===== config.mk =====
export PLATFORM = sky130hd
export DESIGN_NAME = frame4_antenna_vote_tracker_flat
export DESIGN_NICKNAME = d
export VERILOG_FILES = /design/src/hdl/f4avt_pkg.sv /design/src/hdl/f4avt_ifs.sv /design/src/hdl/frame4_antenna_vote_tracker.sv /design/src/hdl/f4avt_scan_cell.sv /design/src/flat_wrapper.sv
export SDC_FILE = /design/constraint.sdc
export NUM_CORES = 2
export LEC_CHECK = 0
export BUFFER_PORTS_ARGS = -buffer_cell sky130_fd_sc_hd__buf_4
export CAP_MARGIN = 10
export CELL_PAD_IN_SITES_DETAIL_PLACEMENT = 2
export CELL_PAD_IN_SITES_GLOBAL_PLACEMENT = 2
export CORE_AREA = 2 2 348 350
export DETAILED_ROUTE_END_ITERATION = 12
export DIE_AREA = 0 0 350 352
export GPL_TIMING_DRIVEN = 0
export PLACE_DENSITY_LB_ADDON = 0.1
export SLEW_MARGIN = 20
export SYNTH_ARGS = -nofsm -noshare
export SYNTH_HDL_FRONTEND = slang
export SYNTH_SLANG_ARGS = --single-unit
export TNS_END_PERCENT = 10

===== constraint.sdc =====
create_clock -name clock -period 8.49 [get_ports clock]
set_clock_uncertainty 0.2 [all_clocks]
set_input_delay 1.698 -clock clock [delete_from_list [all_inputs] [get_ports clock]]
set_output_delay 1.698 -clock clock [all_outputs]
set_load 0.02 [all_outputs]

===== src/hdl/f4avt_pkg.sv =====
package f4avt_pkg;

   // Number of scanner table slots, one chain cell per slot.
   localparam int SCANNER_SLOTS = 16;
   localparam int SLOT_W        = (SCANNER_SLOTS > 1) ? $clog2(SCANNER_SLOTS) : 1;
   localparam int SCAN_POP_W    = $clog2(SCANNER_SLOTS + 1);

   localparam int ADV_HANDLES   = 256;
   localparam int ADV_POP_W     = 9;

   localparam int COMMAND_W     = 3;
   localparam int HANDLE_W      = 8;
   localparam int SCANNER_ID_W  = 32;
   localparam int CODE_W        = 8;

   localparam int CSR_INDEX_W   = 2;
   localparam int CSR_DATA_W    = 8;

   typedef enum logic [COMMAND_W-1:0] {
      CMD_ADV_START  = 3'd0,
      CMD_ADV_REMOVE = 3'd1,
      CMD_SCAN_START = 3'd2,
      CMD_SCAN_STOP  = 3'd3,
      CMD_ALL_STOP   = 3'd4
   } command_type;

   localparam logic [CSR_INDEX_W-1:0] CSR_ADV_FRAME4  = 2'd0;
   localparam logic [CSR_INDEX_W-1:0] CSR_SCAN_FRAME4 = 2'd1;
   localparam logic [CSR_INDEX_W-1:0] CSR_MONITOR     = 2'd2;

   localparam logic [CODE_W-1:0] ADV_FRAME4_RESET  = 8'd4;
   localparam logic [CODE_W-1:0] SCAN_FRAME4_RESET = 8'd4;
   localparam logic [CODE_W-1:0] MONITOR_RESET     = 8'd3;

   localparam logic KIND_ANTENNA    = 1'b0;
   localparam logic KIND_TABLE_FULL = 1'b1;
   localparam logic SCENE_ADV       = 1'b0;
   localparam logic SCENE_SCAN      = 1'b1;

   // Search token that walks down the scanner cell chain.
   typedef struct packed {
      logic                    active;
      logic                    stop;
      logic [SCANNER_ID_W-1:0] scanner_id;
      logic                    found;
      logic                    free_found;
      logic [SLOT_W-1:0]       free_idx;
   } token_type;

   // Broadcast update from the controller to every cell.
   typedef struct packed {
      logic                    en;
      logic                    clear_all;
      logic [SLOT_W-1:0]       idx;
      logic [SCANNER_ID_W-1:0] scanner_id;
   } slot_write_type;

endpackage


===== src/hdl/f4avt_ifs.sv =====
interface f4avt_req_if;
   logic                                valid;
   logic                                ready;
   logic [f4avt_pkg::COMMAND_W-1:0]     command;
   logic [f4avt_pkg::HANDLE_W-1:0]      adv_handle;
   logic [f4avt_pkg::SCANNER_ID_W-1:0]  scanner_id;
   logic [f4avt_pkg::CODE_W-1:0]        scan_mode;
   logic [f4avt_pkg::CODE_W-1:0]        frame_type;

   modport source (output valid, command, adv_handle, scanner_id, scan_mode, frame_type,
                   input ready);
   modport sink   (input valid, command, adv_handle, scanner_id, scan_mode, frame_type,
                   output ready);
endinterface

interface f4avt_rsp_if;
   logic valid;
   logic ready;
   logic kind;
   logic scene;
   logic fix_on;

   modport source (output valid, kind, scene, fix_on, input ready);
   modport sink   (input valid, kind, scene, fix_on, output ready);
endinterface


===== src/hdl/frame4_antenna_vote_tracker.sv =====
// Frame-4 antenna vote tracker. The block counts two groups of users that
// need the antenna held fixed: frame-4 advertisers, kept by 8-bit handle in
// a 256-bit membership map, and frame-4 scanners, kept by 32-bit id in a
// table of SCANNER_SLOTS slots built as a chain of cells. When either count
// rises from zero a fix-on item is sent for that scene, and when it falls
// back to zero a fix-off item follows; a scan start that finds the table
// full is dropped and reported with a table-full item. Each accepted
// command gives zero or one result item. Commands are taken one at a time.
// Advertiser commands and the all-scans-stopped command are settled in the
// decide state; scan start and scan stop send a search token down the cell
// chain, one cell per cycle, and are settled in the walk state when it leaves
// the last cell. A result item then passes through the emit state into an
// output register, so the next command is accepted while an earlier result
// still waits to be taken; the block only stalls when a second result is
// ready before the first has left. Configuration registers are written through
// the csr port only while the block is idle; the user must keep to this, as
// the block itself does not enforce it. Reset restores their defaults.
module frame4_antenna_vote_tracker (
   input  logic                                  clock,
   input  logic                                  reset,
   f4avt_req_if.sink                             req_chan,
   f4avt_rsp_if.source                           rsp_chan,
   input  logic                                  csr_we,
   input  logic [f4avt_pkg::CSR_INDEX_W-1:0]     csr_index,
   input  logic [f4avt_pkg::CSR_DATA_W-1:0]      csr_wdata
);

   typedef enum logic [1:0] {
      ST_IDLE,
      ST_DECIDE,
      ST_WALK,
      ST_EMIT
   } state_type;

   state_type                               state_ff, state_in;

   // Latched command fields.
   f4avt_pkg::command_type                  cmd_ff, cmd_in;
   logic [f4avt_pkg::HANDLE_W-1:0]          handle_ff, handle_in;
   logic [f4avt_pkg::SCANNER_ID_W-1:0]      id_ff, id_in;
   logic [f4avt_pkg::CODE_W-1:0]            mode_ff, mode_in;
   logic [f4avt_pkg::CODE_W-1:0]            ftype_ff, ftype_in;

   // Configuration registers.
   logic [f4avt_pkg::CODE_W-1:0]            adv_code_ff, adv_code_in;
   logic [f4avt_pkg::CODE_W-1:0]            scan_code_ff, scan_code_in;
   logic [f4avt_pkg::CODE_W-1:0]            monitor_code_ff, monitor_code_in;

   // Advertiser membership map and both population counts.
   logic [f4avt_pkg::ADV_HANDLES-1:0]       adv_map_ff, adv_map_in;
   logic [f4avt_pkg::ADV_POP_W-1:0]         adv_pop_ff, adv_pop_in;
   logic [f4avt_pkg::SCAN_POP_W-1:0]        scan_pop_ff, scan_pop_in;

   // Pending result, then the output register.
   logic                                    pend_kind_ff, pend_kind_in;
   logic                                    pend_scene_ff, pend_scene_in;
   logic                                    pend_fix_ff, pend_fix_in;
   logic                                    rsp_valid_ff, rsp_valid_in;
   logic                                    rsp_kind_ff, rsp_kind_in;
   logic                                    rsp_scene_ff, rsp_scene_in;
   logic                                    rsp_fix_ff, rsp_fix_in;

   logic                                    out_free;
   f4avt_pkg::token_type                    chain [f4avt_pkg::SCANNER_SLOTS+1];
   f4avt_pkg::token_type                    launch;
   f4avt_pkg::token_type                    tail;
   f4avt_pkg::slot_write_type               slot_wr;

   assign out_free       = !rsp_valid_ff || rsp_chan.ready;
   assign req_chan.ready = (state_ff == ST_IDLE);
   assign chain[0]       = launch;
   assign tail           = chain[f4avt_pkg::SCANNER_SLOTS];

   // The scanner table: one cell per slot, the token moving one cell a cycle.
   for (genvar i = 0; i < f4avt_pkg::SCANNER_SLOTS; i++) begin : g_cell
      f4avt_scan_cell u_cell (
         .clock      (clock),
         .reset      (reset),
         .cell_index (f4avt_pkg::SLOT_W'(i)),
         .tok_in     (chain[i]),
         .slot_wr    (slot_wr),
         .tok_out    (chain[i+1])
      );
   end

   always_comb begin
      state_in        = state_ff;
      cmd_in          = cmd_ff;
      handle_in       = handle_ff;
      id_in           = id_ff;
      mode_in         = mode_ff;
      ftype_in        = ftype_ff;
      adv_code_in     = adv_code_ff;
      scan_code_in    = scan_code_ff;
      monitor_code_in = monitor_code_ff;
      adv_map_in      = adv_map_ff;
      adv_pop_in      = adv_pop_ff;
      scan_pop_in     = scan_pop_ff;
      pend_kind_in    = pend_kind_ff;
      pend_scene_in   = pend_scene_ff;
      pend_fix_in     = pend_fix_ff;
      rsp_valid_in    = rsp_valid_ff && !rsp_chan.ready;
      rsp_kind_in     = rsp_kind_ff;
      rsp_scene_in    = rsp_scene_ff;
      rsp_fix_in      = rsp_fix_ff;
      launch          = '0;
      slot_wr         = '0;

      // Writes to an index with no register behind it are dropped.
      if (csr_we) begin
         unique case (csr_index)
            f4avt_pkg::CSR_ADV_FRAME4:  adv_code_in     = csr_wdata;
            f4avt_pkg::CSR_SCAN_FRAME4: scan_code_in    = csr_wdata;
            f4avt_pkg::CSR_MONITOR:     monitor_code_in = csr_wdata;
            default: ;
         endcase
      end

      unique case (state_ff)
         ST_IDLE: begin
            if (req_chan.valid) begin
               cmd_in    = f4avt_pkg::command_type'(req_chan.command);
               handle_in = req_chan.adv_handle;
               id_in     = req_chan.scanner_id;
               mode_in   = req_chan.scan_mode;
               ftype_in  = req_chan.frame_type;
               state_in  = ST_DECIDE;
            end
         end

         ST_DECIDE: begin
            state_in = ST_IDLE;
            unique case (cmd_ff)
               f4avt_pkg::CMD_ADV_START: begin
                  // Only a new frame-4 handle counts.
                  if (ftype_ff == adv_code_ff && !adv_map_ff[handle_ff]) begin
                     adv_map_in[handle_ff] = 1'b1;
                     adv_pop_in            = adv_pop_ff + 1'b1;
                     if (adv_pop_ff == '0) begin
                        pend_kind_in  = f4avt_pkg::KIND_ANTENNA;
                        pend_scene_in = f4avt_pkg::SCENE_ADV;
                        pend_fix_in   = 1'b1;
                        state_in      = ST_EMIT;
                     end
                  end
               end
               f4avt_pkg::CMD_ADV_REMOVE: begin
                  if (adv_map_ff[handle_ff]) begin
                     adv_map_in[handle_ff] = 1'b0;
                     adv_pop_in            = adv_pop_ff - 1'b1;
                     if (adv_pop_ff == f4avt_pkg::ADV_POP_W'(1)) begin
                        pend_kind_in  = f4avt_pkg::KIND_ANTENNA;
                        pend_scene_in = f4avt_pkg::SCENE_ADV;
                        pend_fix_in   = 1'b0;
                        state_in      = ST_EMIT;
                     end
                  end
               end
               f4avt_pkg::CMD_SCAN_START, f4avt_pkg::CMD_SCAN_STOP: begin
                  // A start in monitor mode or of another frame type is a stop.
                  launch.active     = 1'b1;
                  launch.stop       = (cmd_ff == f4avt_pkg::CMD_SCAN_STOP) ||
                                      (mode_ff == monitor_code_ff) ||
                                      (ftype_ff != scan_code_ff);
                  launch.scanner_id = id_ff;
                  state_in          = ST_WALK;
               end
               f4avt_pkg::CMD_ALL_STOP: begin
                  if (scan_pop_ff != '0) begin
                     slot_wr.clear_all = 1'b1;
                     scan_pop_in       = '0;
                     pend_kind_in      = f4avt_pkg::KIND_ANTENNA;
                     pend_scene_in     = f4avt_pkg::SCENE_SCAN;
                     pend_fix_in       = 1'b0;
                     state_in          = ST_EMIT;
                  end
               end
               default: ;
            endcase
         end

         ST_WALK: begin
            // The token leaves the last cell carrying the search outcome.
            if (tail.active) begin
               state_in      = ST_IDLE;
               pend_kind_in  = f4avt_pkg::KIND_ANTENNA;
               pend_scene_in = f4avt_pkg::SCENE_SCAN;
               pend_fix_in   = 1'b0;
               priority if (tail.stop) begin
                  if (tail.found) begin
                     scan_pop_in = scan_pop_ff - 1'b1;
                     if (scan_pop_ff == f4avt_pkg::SCAN_POP_W'(1)) begin
                        state_in = ST_EMIT;
                     end
                  end
               end else if (tail.found) begin
                  state_in = ST_IDLE;
               end else if (!tail.free_found) begin
                  pend_kind_in = f4avt_pkg::KIND_TABLE_FULL;
                  state_in     = ST_EMIT;
               end else begin
                  slot_wr.en         = 1'b1;
                  slot_wr.idx        = tail.free_idx;
                  slot_wr.scanner_id = id_ff;
                  scan_pop_in        = scan_pop_ff + 1'b1;
                  if (scan_pop_ff == '0) begin
                     pend_fix_in = 1'b1;
                     state_in    = ST_EMIT;
                  end
               end
            end
         end

         ST_EMIT: begin
            if (out_free) begin
               rsp_valid_in = 1'b1;
               rsp_kind_in  = pend_kind_ff;
               rsp_scene_in = pend_scene_ff;
               rsp_fix_in   = pend_fix_ff;
               state_in     = ST_IDLE;
            end
         end

         default: state_in = ST_IDLE;
      endcase
   end

   always_ff @(posedge clock) begin
      cmd_ff        <= cmd_in;
      handle_ff     <= handle_in;
      id_ff         <= id_in;
      mode_ff       <= mode_in;
      ftype_ff      <= ftype_in;
      pend_kind_ff  <= pend_kind_in;
      pend_scene_ff <= pend_scene_in;
      pend_fix_ff   <= pend_fix_in;
      rsp_kind_ff   <= rsp_kind_in;
      rsp_scene_ff  <= rsp_scene_in;
      rsp_fix_ff    <= rsp_fix_in;
      if (reset) begin
         state_ff        <= ST_IDLE;
         adv_code_ff     <= f4avt_pkg::ADV_FRAME4_RESET;
         scan_code_ff    <= f4avt_pkg::SCAN_FRAME4_RESET;
         monitor_code_ff <= f4avt_pkg::MONITOR_RESET;
         adv_map_ff      <= '0;
         adv_pop_ff      <= '0;
         scan_pop_ff     <= '0;
         rsp_valid_ff    <= 1'b0;
      end else begin
         state_ff        <= state_in;
         adv_code_ff     <= adv_code_in;
         scan_code_ff    <= scan_code_in;
         monitor_code_ff <= monitor_code_in;
         adv_map_ff      <= adv_map_in;
         adv_pop_ff      <= adv_pop_in;
         scan_pop_ff     <= scan_pop_in;
         rsp_valid_ff    <= rsp_valid_in;
      end
   end

   assign rsp_chan.valid  = rsp_valid_ff;
   assign rsp_chan.kind   = rsp_kind_ff;
   assign rsp_chan.scene  = rsp_scene_ff;
   assign rsp_chan.fix_on = rsp_fix_ff;

   a_token_in_walk: assert property (@(posedge clock) disable iff (reset)
      tail.active |-> (state_ff == ST_WALK))
      else $error("search token left the chain outside the walk");

   a_scan_pop_bound: assert property (@(posedge clock) disable iff (reset)
      scan_pop_ff <= f4avt_pkg::SCAN_POP_W'(f4avt_pkg::SCANNER_SLOTS))
      else $error("scanner count exceeds the table size");

   a_insert_clean: assert property (@(posedge clock) disable iff (reset)
      slot_wr.en |-> (tail.active && !tail.stop && !tail.found && tail.free_found))
      else $error("slot written without a free slot and a missed search");

   a_emit_loads: assert property (@(posedge clock) disable iff (reset)
      (state_ff == ST_EMIT && out_free) |=> (rsp_valid_ff && state_ff == ST_IDLE))
      else $error("pending result was not moved to the output register");

endmodule


===== src/hdl/f4avt_scan_cell.sv =====
// One scanner table slot. It compares the passing token with its own id,
// frees itself on a matching stop; the first empty slot marks itself free.
module f4avt_scan_cell (
   input  logic                          clock,
   input  logic                          reset,
   input  logic [f4avt_pkg::SLOT_W-1:0]  cell_index,
   input  f4avt_pkg::token_type          tok_in,
   input  f4avt_pkg::slot_write_type     slot_wr,
   output f4avt_pkg::token_type          tok_out
);

   logic                                 valid_ff, valid_in;
   logic [f4avt_pkg::SCANNER_ID_W-1:0]   id_ff, id_in;
   f4avt_pkg::token_type                 tok_ff, tok_in_next;
   logic                                 hit;
   logic                                 wr_here;

   assign hit     = tok_in.active && valid_ff && (id_ff == tok_in.scanner_id);
   assign wr_here = slot_wr.en && (slot_wr.idx == cell_index);

   always_comb begin
      valid_in = valid_ff;
      id_in    = id_ff;
      priority if (slot_wr.clear_all) begin
         valid_in = 1'b0;
      end else if (wr_here) begin
         valid_in = 1'b1;
         id_in    = slot_wr.scanner_id;
      end else if (hit && tok_in.stop) begin
         valid_in = 1'b0;
      end else begin
         valid_in = valid_ff;
      end

      tok_in_next       = tok_in;
      tok_in_next.found = tok_in.found || hit;
      if (tok_in.active && !valid_ff && !tok_in.free_found) begin
         tok_in_next.free_found = 1'b1;
         tok_in_next.free_idx   = cell_index;
      end
   end

   always_ff @(posedge clock) begin
      id_ff <= id_in;
      if (reset) begin
         valid_ff <= 1'b0;
         tok_ff   <= '0;
      end else begin
         valid_ff <= valid_in;
         tok_ff   <= tok_in_next;
      end
   end

   assign tok_out = tok_ff;

   a_write_sets_valid: assert property (@(posedge clock) disable iff (reset)
      (wr_here && !slot_wr.clear_all) |=> valid_ff)
      else $error("written slot did not become valid");

   a_clear_all: assert property (@(posedge clock) disable iff (reset)
      slot_wr.clear_all |=> !valid_ff)
      else $error("slot survived a clear of the whole table");

   a_stop_frees: assert property (@(posedge clock) disable iff (reset)
      (hit && tok_in.stop && !slot_wr.en) |=> !valid_ff)
      else $error("matching stop did not free the slot");

endmodule


===== src/flat_wrapper.sv =====
// flat-port wrapper written by rule: the top's interface ports become plain ports
module frame4_antenna_vote_tracker_flat 
  (clock, reset, csr_we, csr_index, csr_wdata, req_chan_valid, req_chan_command, req_chan_adv_handle, req_chan_scanner_id, req_chan_scan_mode, req_chan_frame_type, req_chan_ready, rsp_chan_valid, rsp_chan_kind, rsp_chan_scene, rsp_chan_fix_on, rsp_chan_ready);
  f4avt_req_if req_chan_i ();
  f4avt_rsp_if rsp_chan_i ();
  input  logic clock;
  input  logic reset;
  input  logic csr_we;
  input  logic [f4avt_pkg::CSR_INDEX_W-1:0] csr_index;
  input  logic [f4avt_pkg::CSR_DATA_W-1:0] csr_wdata;
  input wire logic [$bits(req_chan_i.valid)-1:0] req_chan_valid;
  input wire logic [$bits(req_chan_i.command)-1:0] req_chan_command;
  input wire logic [$bits(req_chan_i.adv_handle)-1:0] req_chan_adv_handle;
  input wire logic [$bits(req_chan_i.scanner_id)-1:0] req_chan_scanner_id;
  input wire logic [$bits(req_chan_i.scan_mode)-1:0] req_chan_scan_mode;
  input wire logic [$bits(req_chan_i.frame_type)-1:0] req_chan_frame_type;
  output wire logic [$bits(req_chan_i.ready)-1:0] req_chan_ready;
  output wire logic [$bits(rsp_chan_i.valid)-1:0] rsp_chan_valid;
  output wire logic [$bits(rsp_chan_i.kind)-1:0] rsp_chan_kind;
  output wire logic [$bits(rsp_chan_i.scene)-1:0] rsp_chan_scene;
  output wire logic [$bits(rsp_chan_i.fix_on)-1:0] rsp_chan_fix_on;
  input wire logic [$bits(rsp_chan_i.ready)-1:0] rsp_chan_ready;
  assign req_chan_i.valid = req_chan_valid;
  assign req_chan_i.command = req_chan_command;
  assign req_chan_i.adv_handle = req_chan_adv_handle;
  assign req_chan_i.scanner_id = req_chan_scanner_id;
  assign req_chan_i.scan_mode = req_chan_scan_mode;
  assign req_chan_i.frame_type = req_chan_frame_type;
  assign req_chan_ready = req_chan_i.ready;
  assign rsp_chan_valid = rsp_chan_i.valid;
  assign rsp_chan_kind = rsp_chan_i.kind;
  assign rsp_chan_scene = rsp_chan_i.scene;
  assign rsp_chan_fix_on = rsp_chan_i.fix_on;
  assign rsp_chan_i.ready = rsp_chan_ready;
  frame4_antenna_vote_tracker u_core (.clock(clock), .reset(reset), .req_chan(req_chan_i), .rsp_chan(rsp_chan_i), .csr_we(csr_we), .csr_index(csr_index), .csr_wdata(csr_wdata));
endmodule

==> results.md <==
- Cell Area, Synth: about 0.057 sq mm
- Ports: 79
- Crit path time final: around 5 ns
- Row count: ~130
- Post-synth top area share: around a third
- ANT nets after route: 0
- Fin area: between 0.06 and 0.07 sq mm
- Hold_sp: u_core.pend_scene_ff
- Largest net degree at the start of global routing: 35
- Synth Area in Compound Gates: ~4.8%
- Area of the core: 0.119 sq mm
- Crit path DAT: 5.38 ns
- WL per Instance: about 36 um
- CP endpoint kind: flop
- Async S/R FF share, synth: 0%
- Multi-input logic area: between 0.02 and 0.025 sq mm
- Mapped Cells: around 4,500
- Top cells by area, synth: dfxtp_1, edfxtp_1, xor2_1
- NetSw: roughly 3600 uW
- Sequential-to-total area share from yosys stat: 62.2%
- Detailed Route WL: 234,000 um
- Main synth FF type: dfxtp_1
- Post-route setup slack: 3.60 ns
- Max clock buf depth: 3
- DRC: 0
- Gr ovfl total: 0
- Most frequent cells in the layout: dfxtp_1, edfxtp_1, nor2b_1, xor2_1, mux2i_1
- Post-synthesis mux area share: under 10%
- Int Power: 11,500 uW
- RSZ-0062 raised after global routing: no
- Die Width: roughly 350 um
- Fill cells: between 10,000 and 15,000
- Resize count post-CTS: 0
- Initial DRC Count: between 3,000 and 4,000
- Post-Place Worst Slack: ~3.3 ns
- R2R cell count: 13
- Placed Area: approximately 0.061 sq mm
- Final setup violation count: 0
- FF+latch area: ~0.035 sq mm
- Ys Warns: 0
- Clock network fraction of total power: 47.3%
- WP data required: about 9.0 ns
- Setup Buffers After CTS: 0
- Pins Over Slew Limit: 0
- Seq pwr share: between 40% and 50%
- MaxCap Viol Count: 0
- Share of cells above drive strength 1: about 12%
- EDFF count, synth: ~580
- Average cell area after synthesis: 12.6 sq um
- Syn nets: around 4,600
- Outcome: completed
- Hold path endpoint: u_core.rsp_chan.scene
- I/O Buffers: about 80
- XOR/XNOR share of the synthesized area: 7.95%
- Worst r2r src: u_core.handle_ff[3]
- Worst-path clk slew: approximately 0.060 ns
- CP Launch Type: flop
- Die area: approximately 0.12 sq mm
- Vias post-DR: a little under 40,000
- F_max: around 200 MHz
- CP Max Fanout: 10
- Overall power: 15,100 uW
- LEAKAGE: roughly 0.028 uW
- 1st-pass router iterations: 5
- Adder-cell area share of the yosys netlist: 0.219%
- Starting density of the core: 47.8%
- Sink count of the clock tree: ~1,500
- Peak VDD IR: approximately 0.00021 V
- CTS Hold Buffers Added: 0
- Power share of the combinational group: roughly 3.5%
- Final Hold Fails: 0
- Post-synthesis cell type count: 79
- Die span in y: approximately 350 um
- Synth Area in Simple Gates: between 10% and 20%
- Root buffer cell: clkbuf_16
- TritonCTS Buffers: 156
- Max-slew headroom: 11.4%
- Least-Margin Pin Slew: ~1.3 ns
- Switching part of the total: a little under a quarter
- Pwr per Cell Area: roughly 230 mW/mm^2
- Hold depth: 0
- Layout area overhead: 15.7%
- Setup TNS: 0 ns
- WS Path Type: flop to flop
- First-pass GRT wire length: between 300,000 and 400,000 um
- Post-layout net count: around 5,000
- Part of the cycle the worst path needs: around 58%
- Hold slack: approximately 0.22 ns
- Worst min-delay path class: flop to flop
- Detailed Place HPWL: 149,000 um
- Total track usage: between 30% and 40%
- R2r setup slk: approximately 3.6 ns
- Largest area contributor in the synthesized netlist: dfxtp_1
- Commonest non-fill, non-tap cell in the layout: dfxtp_1
- FF+latch count, synth: 1,483
- Initial antenna violation count: 23
- Routed vias/inst: 5.98
- Vias in the first global route: 43,300
- RD Place Congestion: 0.908
- Largest family of logic cells by synthesized area: simple AND/OR/NAND/NOR gates
- Clock Latency Late Sink: 0.80 ns
- H-Tree Depth: 4
- CTS tree: yes
[stage by stage]
stage                     utilization, %  instances
final                               55.3       6567
after global routing                55.3       6564
after CTS                           55.3       6564
after detailed placement            51.0       6274
after global placement              50.0       6209
after floorplan                        -       4519
[cell usage after synthesis (all sizes together), types with 10 or more instances]
| library cell | number |
|---|---|
| mux2i | 292 |
| nor4b | 19 |
| nor3b | 23 |
| xor2 | 415 |
| a21oi | 61 |
| nand2 | 69 |
| nor2 | 181 |
| clkbuf | 170 |
| inv | 72 |
| nor3 | 58 |
| buf | 60 |
| dfxtp | 906 |
| a31oi | 10 |
| mux4 | 58 |
| xnor2 | 103 |
| nand3 | 31 |
| and2 | 63 |
| nor4 | 104 |
| ha | 10 |
| edfxtp | 577 |
| o21ai | 287 |
| mux2 | 17 |
| nand4 | 57 |
| nand2b | 264 |
| nor2b | 489 |
[area by class of cell]
type                    count  share of cell area [%]
flip-flops and latches   1483                    53.7
multi-input cells        2732                    30.9
clock buffers             219                    6.72
well taps                1612                    3.05
repair buffers            143                    2.39
plain buffers             230                    1.75
clock inverters            71                    1.03
inverters                  74                   0.421
diodes                      3                  0.0114
[power groups by stage]
stage	clock [uW]	combinational, uW	sequential [uW]
6_report	7130	529	7420
5_1_grt	7420	548	7420
4_1_cts	7140	522	7420
3_5_place_dp	0	509	7580
3_3_place_gp	0	488	7580
2_1_floorplan	0	281	7560
[worst max path at each step]
stage / start / endpoint / slack [ns] / depth (start not counted)
6_report: u_core.handle_ff[3] / flop / 3.60 / 13
5_1_grt: u_core.handle_ff[0] / flop / 3.45 / 12
4_1_cts: u_core.handle_ff[0] / flop / 3.69 / 12
3_5_place_dp: reset / u_core.g_cell[15].u_cell.tok_out[4] / 3.32 / 6
3_3_place_gp: u_core.g_cell[15].u_cell.tok_out[38] / u_core.g_cell[12].u_cell.id_ff[25] / 1.68 / 5
2_1_floorplan: req_chan_valid / u_core.cmd_ff[0] / 4.78 / 1
[cells by family after synthesis]
family,after synthesis
fa+ha+maj,10
compound gates,440
xor+xnor,518
simple gates,1397
buf+inv,304
mux,367
flops,1483
[worst max-delay path: stages (launching register included)]
cell	delay (ns)
edfxtp_1	0.36
buf_4	0.20
buf_6	0.24
buf_4	0.30
buf_2	0.45
mux4_2	0.38
mux2i_1	0.34
nand3_1	0.15
o211ai_2	0.16
o2111ai_4	0.50
a2111oi_4	0.82
buf_6	0.23
o21ai_1	0.14
mux2i_1	0.30
[per-layer routing]
| layer | track usage, % | part of all wire, % |
|---|---|---|
| met1 | 45.7 | 39 |
| met4 | 21.4 | 6.5 |
| met5 | 0 | 0.055 |
| met3 | 6.12 | 5.8 |
| met2 | 63.6 | 49 |
(Power assumes the default switching activity.)
